### config.mk
export PLATFORM = sky130hd
export DESIGN_NAME = sensor_frame_crc_convert_unit
export DESIGN_NICKNAME = d
export VERILOG_FILES = /design/src/design/sfcc_pkg.sv /design/src/design/sfcc_crc_check.sv /design/src/design/sfcc_convert.sv /design/src/design/sensor_frame_crc_convert_unit.sv
export SDC_FILE = /design/constraint.sdc
export NUM_CORES = 1
export LEC_CHECK = 0
export BUFFER_PORTS_ARGS = -buffer_cell sky130_fd_sc_hd__buf_4
export CORE_ASPECT_RATIO = 1.25
export CORE_MARGIN = 5
export CORE_UTILIZATION = 65
export CTS_BUF_LIST = sky130_fd_sc_hd__clkbuf_8
export DETAILED_ROUTE_END_ITERATION = 10
export PLACE_DENSITY = 0.82
export RECOVER_POWER = 50
export SKIP_LAST_GASP = 1
export SYNTH_ARGS = -nofsm -noshare
export SYNTH_HDL_FRONTEND = slang
export SYNTH_HIERARCHICAL = 1
export SYNTH_SLANG_ARGS = --single-unit
### constraint.sdc
create_clock -name clk_i -period 22.3 [get_ports clk_i]
set_clock_uncertainty 0.1 [all_clocks]
set_input_delay 2.23 -clock clk_i [delete_from_list [all_inputs] [get_ports clk_i]]
set_output_delay 2.23 -clock clk_i [all_outputs]
set_load 0.01 [all_outputs]
### src/design/sfcc_pkg.sv
// ----------------------------------------------------------------------------
// sfcc_pkg
// Shared types, codes and constants of the sensor frame check and convert unit.
// ----------------------------------------------------------------------------
package sfcc_pkg;

  // Measurement kind codes. Code 3 is unused and is handled as a temperature
  // read that carries a check byte.
  typedef enum logic [1:0] {
    FUNC_HUM        = 2'd0,
    FUNC_TEMP       = 2'd1,
    FUNC_TEMP_NOCHK = 2'd2
  } func_e;

  localparam int unsigned RawW   = 16;
  localparam int unsigned CrcW   = 8;
  localparam int unsigned MulW   = 15;
  localparam int unsigned ValueW = 15;

  localparam logic [CrcW-1:0] CrcPoly = 8'h31;

  // Humidity flips bit 1 of the raw word before scaling
  localparam logic [RawW-1:0] HumFlip = 16'h0002;

  // Fixed-point scale factors (value = floor(raw * mul / 2^16) - ofs)
  localparam logic [MulW-1:0] HumMul  = 15'd12498;
  localparam logic [MulW-1:0] TempMul = 15'd17570;
  localparam logic signed [ValueW:0] HumOfs  = 16'sd600;
  localparam logic signed [ValueW:0] TempOfs = 16'sd4685;
  localparam logic signed [ValueW:0] HumMax  = 16'sd10000;

  typedef struct packed {
    logic [1:0] func;
    logic [7:0] raw_high;
    logic [7:0] raw_low;
    logic [7:0] check_byte;
  } in_item_t;

  typedef struct packed {
    logic signed [ValueW-1:0] value_centi;
    logic                     crc_error;
  } out_item_t;

  // CRC-8 remainder of a 16-bit word holding a single one at position pos.
  // The CRC is linear, so the remainder of any word is the xor of these.
  // Only ever called with constant arguments.
  function automatic logic [CrcW-1:0] crc_column(input int unsigned pos);
    logic [CrcW-1:0] crc;
    logic            fb;
    crc = '0;
    for (int i = RawW - 1; i >= 0; i--) begin
      fb  = crc[CrcW-1] ^ (pos == unsigned'(i));
      crc = {crc[CrcW-2:0], 1'b0};
      if (fb) begin
        crc = crc ^ CrcPoly;
      end
    end
    return crc;
  endfunction

endpackage

### src/design/sfcc_crc_check.sv
// ----------------------------------------------------------------------------
// sfcc_crc_check
// CRC-8 (poly 0x31, zero init) over the raw word, compared with the check byte.
// ----------------------------------------------------------------------------
module sfcc_crc_check (
  input  logic [1:0]  func_i,
  input  logic [15:0] raw_i,
  input  logic [7:0]  check_byte_i,
  output logic        crc_error_o
);

  logic [7:0] crc;

  // xor of per-bit columns: a flat parity tree per output bit
  always_comb begin
    crc = '0;
    for (int i = 0; i < 16; i++) begin
      if (raw_i[i]) begin
        crc = crc ^ sfcc_pkg::crc_column(unsigned'(i));
      end
    end
  end

  // no check byte follows a temperature read done after humidity
  assign crc_error_o = (func_i != sfcc_pkg::FUNC_TEMP_NOCHK) && (crc != check_byte_i);

endmodule

### src/design/sfcc_convert.sv
// ----------------------------------------------------------------------------
// sfcc_convert
// Raw word to hundredths of percent (humidity) or of a degree (temperature).
// ----------------------------------------------------------------------------
module sfcc_convert (
  input  logic [1:0]         func_i,
  input  logic [15:0]        raw_i,
  output logic signed [14:0] value_o
);

  logic              is_hum;
  logic [15:0]       raw_adj;
  logic [14:0]       mul;
  logic [30:0]       prod;
  logic signed [15:0] ofs;
  logic signed [15:0] diff;

  assign is_hum  = (func_i == sfcc_pkg::FUNC_HUM);
  assign raw_adj = is_hum ? (raw_i ^ sfcc_pkg::HumFlip) : raw_i;
  assign mul     = is_hum ? sfcc_pkg::HumMul : sfcc_pkg::TempMul;
  assign ofs     = is_hum ? sfcc_pkg::HumOfs : sfcc_pkg::TempOfs;
  assign prod    = 31'(raw_adj) * 31'(mul);
  assign diff    = $signed({1'b0, prod[30:16]}) - ofs;

  always_comb begin
    value_o = diff[14:0];
    if (is_hum) begin
      if (diff < 16'sd0) begin
        value_o = '0;
      end else if (diff > sfcc_pkg::HumMax) begin
        value_o = sfcc_pkg::HumMax[14:0];
      end
    end
  end

endmodule

### src/design/sensor_frame_crc_convert_unit.sv
// ----------------------------------------------------------------------------
// sensor_frame_crc_convert_unit
// Checks the CRC-8 of one sensor answer frame and converts its raw reading.
// ----------------------------------------------------------------------------
// Each input transfer carries one frame (kind code, two raw bytes, check
// byte) and yields exactly one result transfer: a signed value in hundredths
// and a CRC error flag. The unit accepts a frame every cycle unless in_stall_o
// is high, which only happens while the output is full and stalled. The
// path is an input register, then the CRC parity tree and one 16x15 constant
// multiply with offset and clamp, then the result register. A frame whose CRC
// does not match gives value 0 with crc_error set; temperature read after a
// humidity measurement (kind 2) carries no check byte and never flags an
// error; kind 3 is handled as temperature with a check byte. Humidity is
// clamped to 0..10000. There is no state beyond the two pipeline registers,
// so reset only empties the pipeline.
// ----------------------------------------------------------------------------
module sensor_frame_crc_convert_unit (
  input  logic                clk_i,
  input  logic                rst_ni,
  input  logic                in_valid_i,
  output logic                in_stall_o,
  input  sfcc_pkg::in_item_t  in_data_i,
  output logic                out_valid_o,
  input  logic                out_stall_i,
  output sfcc_pkg::out_item_t out_data_o
);

  // input register stage
  logic                in_valid_q;
  sfcc_pkg::in_item_t  in_q;
  // result register stage
  logic                out_valid_q;
  sfcc_pkg::out_item_t out_q;
  sfcc_pkg::out_item_t out_d;

  logic               out_ready;   // result register can take a new item
  logic               in_ready;    // input register can take a new item
  logic [15:0]        raw;
  logic               crc_error;
  logic signed [14:0] value;

  // Classic stall chain: each stage moves when it is empty or its content
  // moves on in the same cycle.
  assign out_ready  = !out_valid_q || !out_stall_i;
  assign in_ready   = !in_valid_q || out_ready;
  assign in_stall_o = !in_ready;

  assign raw = {in_q.raw_high, in_q.raw_low};

  sfcc_crc_check u_crc (
    .func_i       (in_q.func),
    .raw_i        (raw),
    .check_byte_i (in_q.check_byte),
    .crc_error_o  (crc_error)
  );

  sfcc_convert u_conv (
    .func_i  (in_q.func),
    .raw_i   (raw),
    .value_o (value)
  );

  // a failed check forces the value to zero
  always_comb begin
    out_d.crc_error   = crc_error;
    out_d.value_centi = crc_error ? '0 : value;
  end

  always_ff @(posedge clk_i or negedge rst_ni) begin
    if (!rst_ni) begin
      in_valid_q  <= 1'b0;
      out_valid_q <= 1'b0;
    end else begin
      if (in_ready) begin
        in_valid_q <= in_valid_i;
      end
      if (out_ready) begin
        out_valid_q <= in_valid_q;
      end
    end
  end

  // payload registers, no reset
  always_ff @(posedge clk_i) begin
    if (in_ready && in_valid_i) begin
      in_q <= in_data_i;
    end
    if (out_ready && in_valid_q) begin
      out_q <= out_d;
    end
  end

  assign out_valid_o = out_valid_q;
  assign out_data_o  = out_q;

endmodule

* Word-level counts from Yosys, hierarchy flattened
Index checks and enable logic that the tools add are counted.
** Word-level totals
- Bits in registers :: 44
- Input port bits :: 30
- Output and inout port bits :: 18
** Operators by class
- $add $sub $neg :: 1
- Multipliers :: 1
- Magnitude comparators :: 2
- Equal/unequal tests :: 2
- Mux-type cells :: 277
- Bitwise logic cells :: 136
- Reductions and logical operators :: 10
** Operators by type and width (count)
- $mux W8 :: 150
- $mux W6 :: 121
- $not A3 Y3 :: 120
- $xor A8 B8 Y8 :: 15
- $mux W15 :: 4
- $mul A16 B15 Y31 :: 1
- $gt A16 B15 Y1 const B :: 1
- $lt A16 B1 Y1 const B :: 1
- $sub A16 B16 Y16 :: 1
- $mux W13 :: 1
- $ne A8 B8 Y1 :: 1
- $logic_not A1 Y1 :: 4
- $logic_and A1 B1 Y1 :: 3
- $logic_not A2 Y1 :: 1
- $logic_or A1 B1 Y1 :: 2
- $mux W2 :: 1
- $ne A2 B2 Y1 const B :: 1
- $not A1 Y1 :: 1

* Depth between registers and ports, before layout
- Depth in word-level cells :: 50
- Gate-level depth with buffers :: 34

* Modules after synthesis
The synthesis kept the hierarchy.
** By module, submodules not included
- sfcc_convert :: instances 1, cells an instance 620, area each 5475.3 µm²
- sensor_frame_crc_convert_unit :: instances 1, cells an instance 66, area each 1480.2 µm²
- sfcc_crc_check :: instances 1, cells an instance 44, area each 451.7 µm²

* Least setup slack after synthesis
Ideal clock, no wire load.
- Kind :: register -> register
- From :: register in_q[25] (netlist name)
- To :: register out_q, in the netlist out_data_o[9], data pin
- Setup time :: 0.254 ns
- Arrival time :: 7.775 ns
- Setup slack :: 14.172 ns
- Stages on the path, launching flop included :: 32
- Period minus slack after synthesis :: 8.128 ns
- Cell sequence :: edfxtp_1 > nor2_1 > clkinv_1 > clkbuf_1 > and2_1 > or2_2 > ha_1 > fa_1 > inv_1 > fa_1 > fa_1 > inv_1 > fa_1 > ha_1 > ha_1 > clkbuf_1 > and4_1 > and3_1 > a221o_1 > a211o_2 > nand2_1 > nand2_1 > a21oi_1 > xnor2_1 > ha_1 > a21o_1 > or2_1 > a31oi_1 > mux2_2 > nor2_4 > o41a_1 > nor2b_2
** On the way
- Longest elaborated chain between the ends :: 8
- Elaborated cells between the ends (all ways) :: 13
** Ends and longest elaborated chain
- from (decl) :: RTL line sensor_frame_crc_convert_unit.sv:30 : sfcc_pkg::in_item_t in_q;
- from (signal assigned) :: RTL line sensor_frame_crc_convert_unit.sv:86 : in_q <= in_data_i;
- $logic_not A2 Y1 (*) :: RTL line sfcc_convert.sv:18 : assign is_hum = (func_i == sfcc_pkg::FUNC_HUM);
- $mux W2 / $mux W15 (equally long branches) :: RTL line sfcc_convert.sv:19, sfcc_convert.sv:20
- $mul A16 B15 Y31 :: RTL line sfcc_convert.sv:22 : assign prod = 31'(raw_adj) * 31'(mul);
- $sub A16 B16 Y16 :: RTL line sfcc_convert.sv:23 : assign diff = $signed({1'b0, prod[30:16]}) - ofs;
- $gt A16 B15 Y1 :: RTL line sfcc_convert.sv:30 : end else if (diff > sfcc_pkg::HumMax) begin
- $mux W15 :: RTL line sfcc_convert.sv:30
- $mux W15 :: RTL line sfcc_convert.sv:28 : if (diff < 16'sd0) begin
- $mux W15 (*) :: RTL line sfcc_convert.sv:27 : if (is_hum) begin
- via value[8] :: RTL line sensor_frame_crc_convert_unit.sv:40 : logic signed [14:0] value;
- to (signal assigned) :: RTL line sensor_frame_crc_convert_unit.sv:89 : out_q <= out_d;
- to (decl) :: RTL line sensor_frame_crc_convert_unit.sv:33 : sfcc_pkg::out_item_t out_q;
Mark *: on every way through the listed nets, which the timed path passes. The rest lies on a longest branch.
A chain may end at the register's enable or synchronous reset.

* Worst setup path after layout
- From :: register in_q[25] (netlist name)
- To :: register out_q, in the netlist out_data_o[2], data pin
Same word-level chain as after synthesis.

==> metrics.txt <==
die area=about 0.014 sq mm; Post-Syn Area=0.00741 sq mm; Core Region=~0.011 sq mm; reg2reg setup slack=12.52 ns; sequential area share after synthesis=~18%; RSZ-0062 raised after global routing=false; pre-CTS setup slack=12.70 ns; worst hold endpoint=out_valid_o; Top Family by Delay on Critical Path=adder cells; Gate Count Post-Synth=730; DRC Markers=0; IO Port Bufs=47; Clock Latency Late Sink=0.31 ns; cts repair resizes=0; required time worst endpoint=22.28 ns; count of final hold-check violations=0; via count=~5400; number of detailed-route iterations in the first pass=5; CTS H-tree depth=2; fillers=~870; largest net degree at the start of global routing=28; hold_buf cts=0; first-pass GRT wire length=between 20000 and 30000 um; Hold Crit Class=register to register; total track usage=between 20% and 30%; Routed wire per std cell=between 15 and 20 um; Setup Viol. Count Final=0; vias in the first global route=approximately 5700; Post-synth EDFFs=42; Relative slew margins=-21.4%; area grow syn2layout=7.57%; CTS Buf Count=5; Worst Hold Path Cells=1; most used flip-flop cell after synthesis=edfxtp_1; Critical path buffers and inverters=6; Detail Route Antenna Nets=0; Final GP Congestion=0.939; vias per cell=slightly below 6; HP Start=in_valid_q; clk sink count=44; failing checks=capacitance limit, slew limit; final worst slack=12.52 ns; Final Non-Filler Cells=913; Max-Cap Viols=1; total negative slack=0 ns; final wirelength=between 15000 and 20000 um; critical path fanouts, max=27; # rows=43; Synth cell types=80; r2r endpoint=out_data_o[2]; layout net count=slightly above 1000; max frequency=102 MHz; Crit Path Class=register to register; Critical Path AT=9.76 ns; Startpoint Class=register; syn avg cell area=~10 sq um; I/O pins=48; Final period util=~44%; setup bufs post-CTS=0; Max clock buf depth=2; Critical R2R Launch=in_q[25]; Die Wd=roughly 110 um; initial antenna violation count=0; Synth Warn #=6; clk root buf=clkbuf_8; Slew Viols, Final=17; CTS tree=done; slowest cell on the critical path=clkinv_1; Worst Tran Pin Value=about 1.8 ns; Final min period=roughly 10 ns; #FFs+latches synth=44; critical path endpoint category=register; Die H=about 130 um; Post-synth ARST share=about 4.5%; Iter 0 DRT Violations=~300; Initial Utilization=between 60 and 70%; r2r worst-path depth=33; antenna cell count=0; critical path's largest stage delay=between 0.7 and 0.8 ns; Clk pin slew, worst setup/hold paths=~0.10 ns; remaining global-route overflow=0; layout cell share with drive strength beyond 1=roughly an eighth; DPL Wire Length=14200 um; status=complete, but fails checks; placed cell count=between 900 and 1000
[cells in the mapped netlist, drive strengths merged (3+ instances only)]
library cell  instances  area, sq um
a211o                 3         27.5
a21boi                5         37.5
a21o                  8         60.1
a21oi                22          114
a31oi                 4         25.0
a41oi                 3         33.8
and2                 21          131
and2b                 5         41.3
and3                 12         80.1
buf                   4         31.3
clkbuf               19         71.3
edfxtp               42         1260
fa                   74         1480
ha                  128         1600
inv                 104          390
mux2i                 4         40.0
nand2                36          135
nand2b                4         25.0
nand3                12         60.1
nand4                 5         31.3
nor2                 34          138
nor2b                13         98.9
nor3                 12         60.1
nor4                  4         31.3
o211ai                3         22.5
o21a                  6         45.0
o21ai                18         93.8
o21bai                3         22.5
o31a                  4         35.0
o31ai                 5         37.5
or2                  14         87.6
xnor2                43          410
xnor3                 5          114
xor2                 18          165
[metal layers]
layer	vias to the layer above	GRT usage (%)	part of all wire, %
met3	32	2.74	4.5
met1	2654	33.1	41
met4	0	9.03	2.7
li1	2563	-	-
met2	153	45.0	52
met5	-	0	0
[cells in the final DEF, fill, tap and decap left out, drive strengths merged, types with 6 or more instances in the layout]
cell    instances
buf            14
inv           105
and2           21
fa             74
a21oi          22
nor2           34
edfxtp         42
conb           16
xor2           18
nand3          12
and3           12
o21a            6
a21o            8
clkbuf         40
o21ai          18
nor3           12
xnor2          43
ha            128
or2            14
nand2          36
nor2b          13
[worst max-delay path by stage]
stage	endpoint	start	cells past startpoint	slack (ns)
global route	out_data_o[8]	in_q[25]	33	11.95
global placement	out_data_o[8]	in_q[25]	33	12.85
finish	out_data_o[2]	in_q[25]	33	12.52
CTS	out_data_o[2]	in_q[25]	33	12.64
floorplan	out_data_o[9]	in_q[25]	31	14.17
detailed placement	out_data_o[2]	in_q[25]	33	12.70
[state kept, by name, indices dropped and copies added (netlist names)]
signal / count
in_valid_q: 1
out_valid_o: 1
out_data_o: 16
in_q: 26
[area by class of cell]
type	count	area, sq um	area share, %
Tap cell	135	169	2.12
Clock inverter	3	46.3	0.581
Inverter	105	394	4.95
Clock buffer	5	68.8	0.864
Sequential cell	44	1310	16.5
Multi-Input combinational cell	572	5640	70.8
Timing Repair Buffer	49	334	4.19
[cells by family after synthesis]
logic type,after synthesis,share of synthesized area (%)
simple gates,180,13.4
other cells,2,0.101
flops,44,17.7
fa+ha+maj,202,41.6
mux,6,0.845
compound gates,102,10.3
buf+inv,128,6.71
xor+xnor,66,9.31
[through the flow]
| step | hold slack, ns | util (%) | area (sq um) |
|---|---|---|---|
| 3_5_place_dp | 0.394 | 70.9 | 7890 |
| 4_1_cts | 0.415 | 71.9 | 8010 |
| 5_1_grt | 0.446 | 71.5 | 7970 |
| 6_report | 0.416 | 71.5 | 7970 |
| 3_3_place_gp | 0.353 | 70.9 | 7890 |
| 2_1_floorplan | 0.342 | - | 7460 |
Power is not shown: default switching activity piles up to over one toggle a cycle in this logic, so the estimate is an artifact.
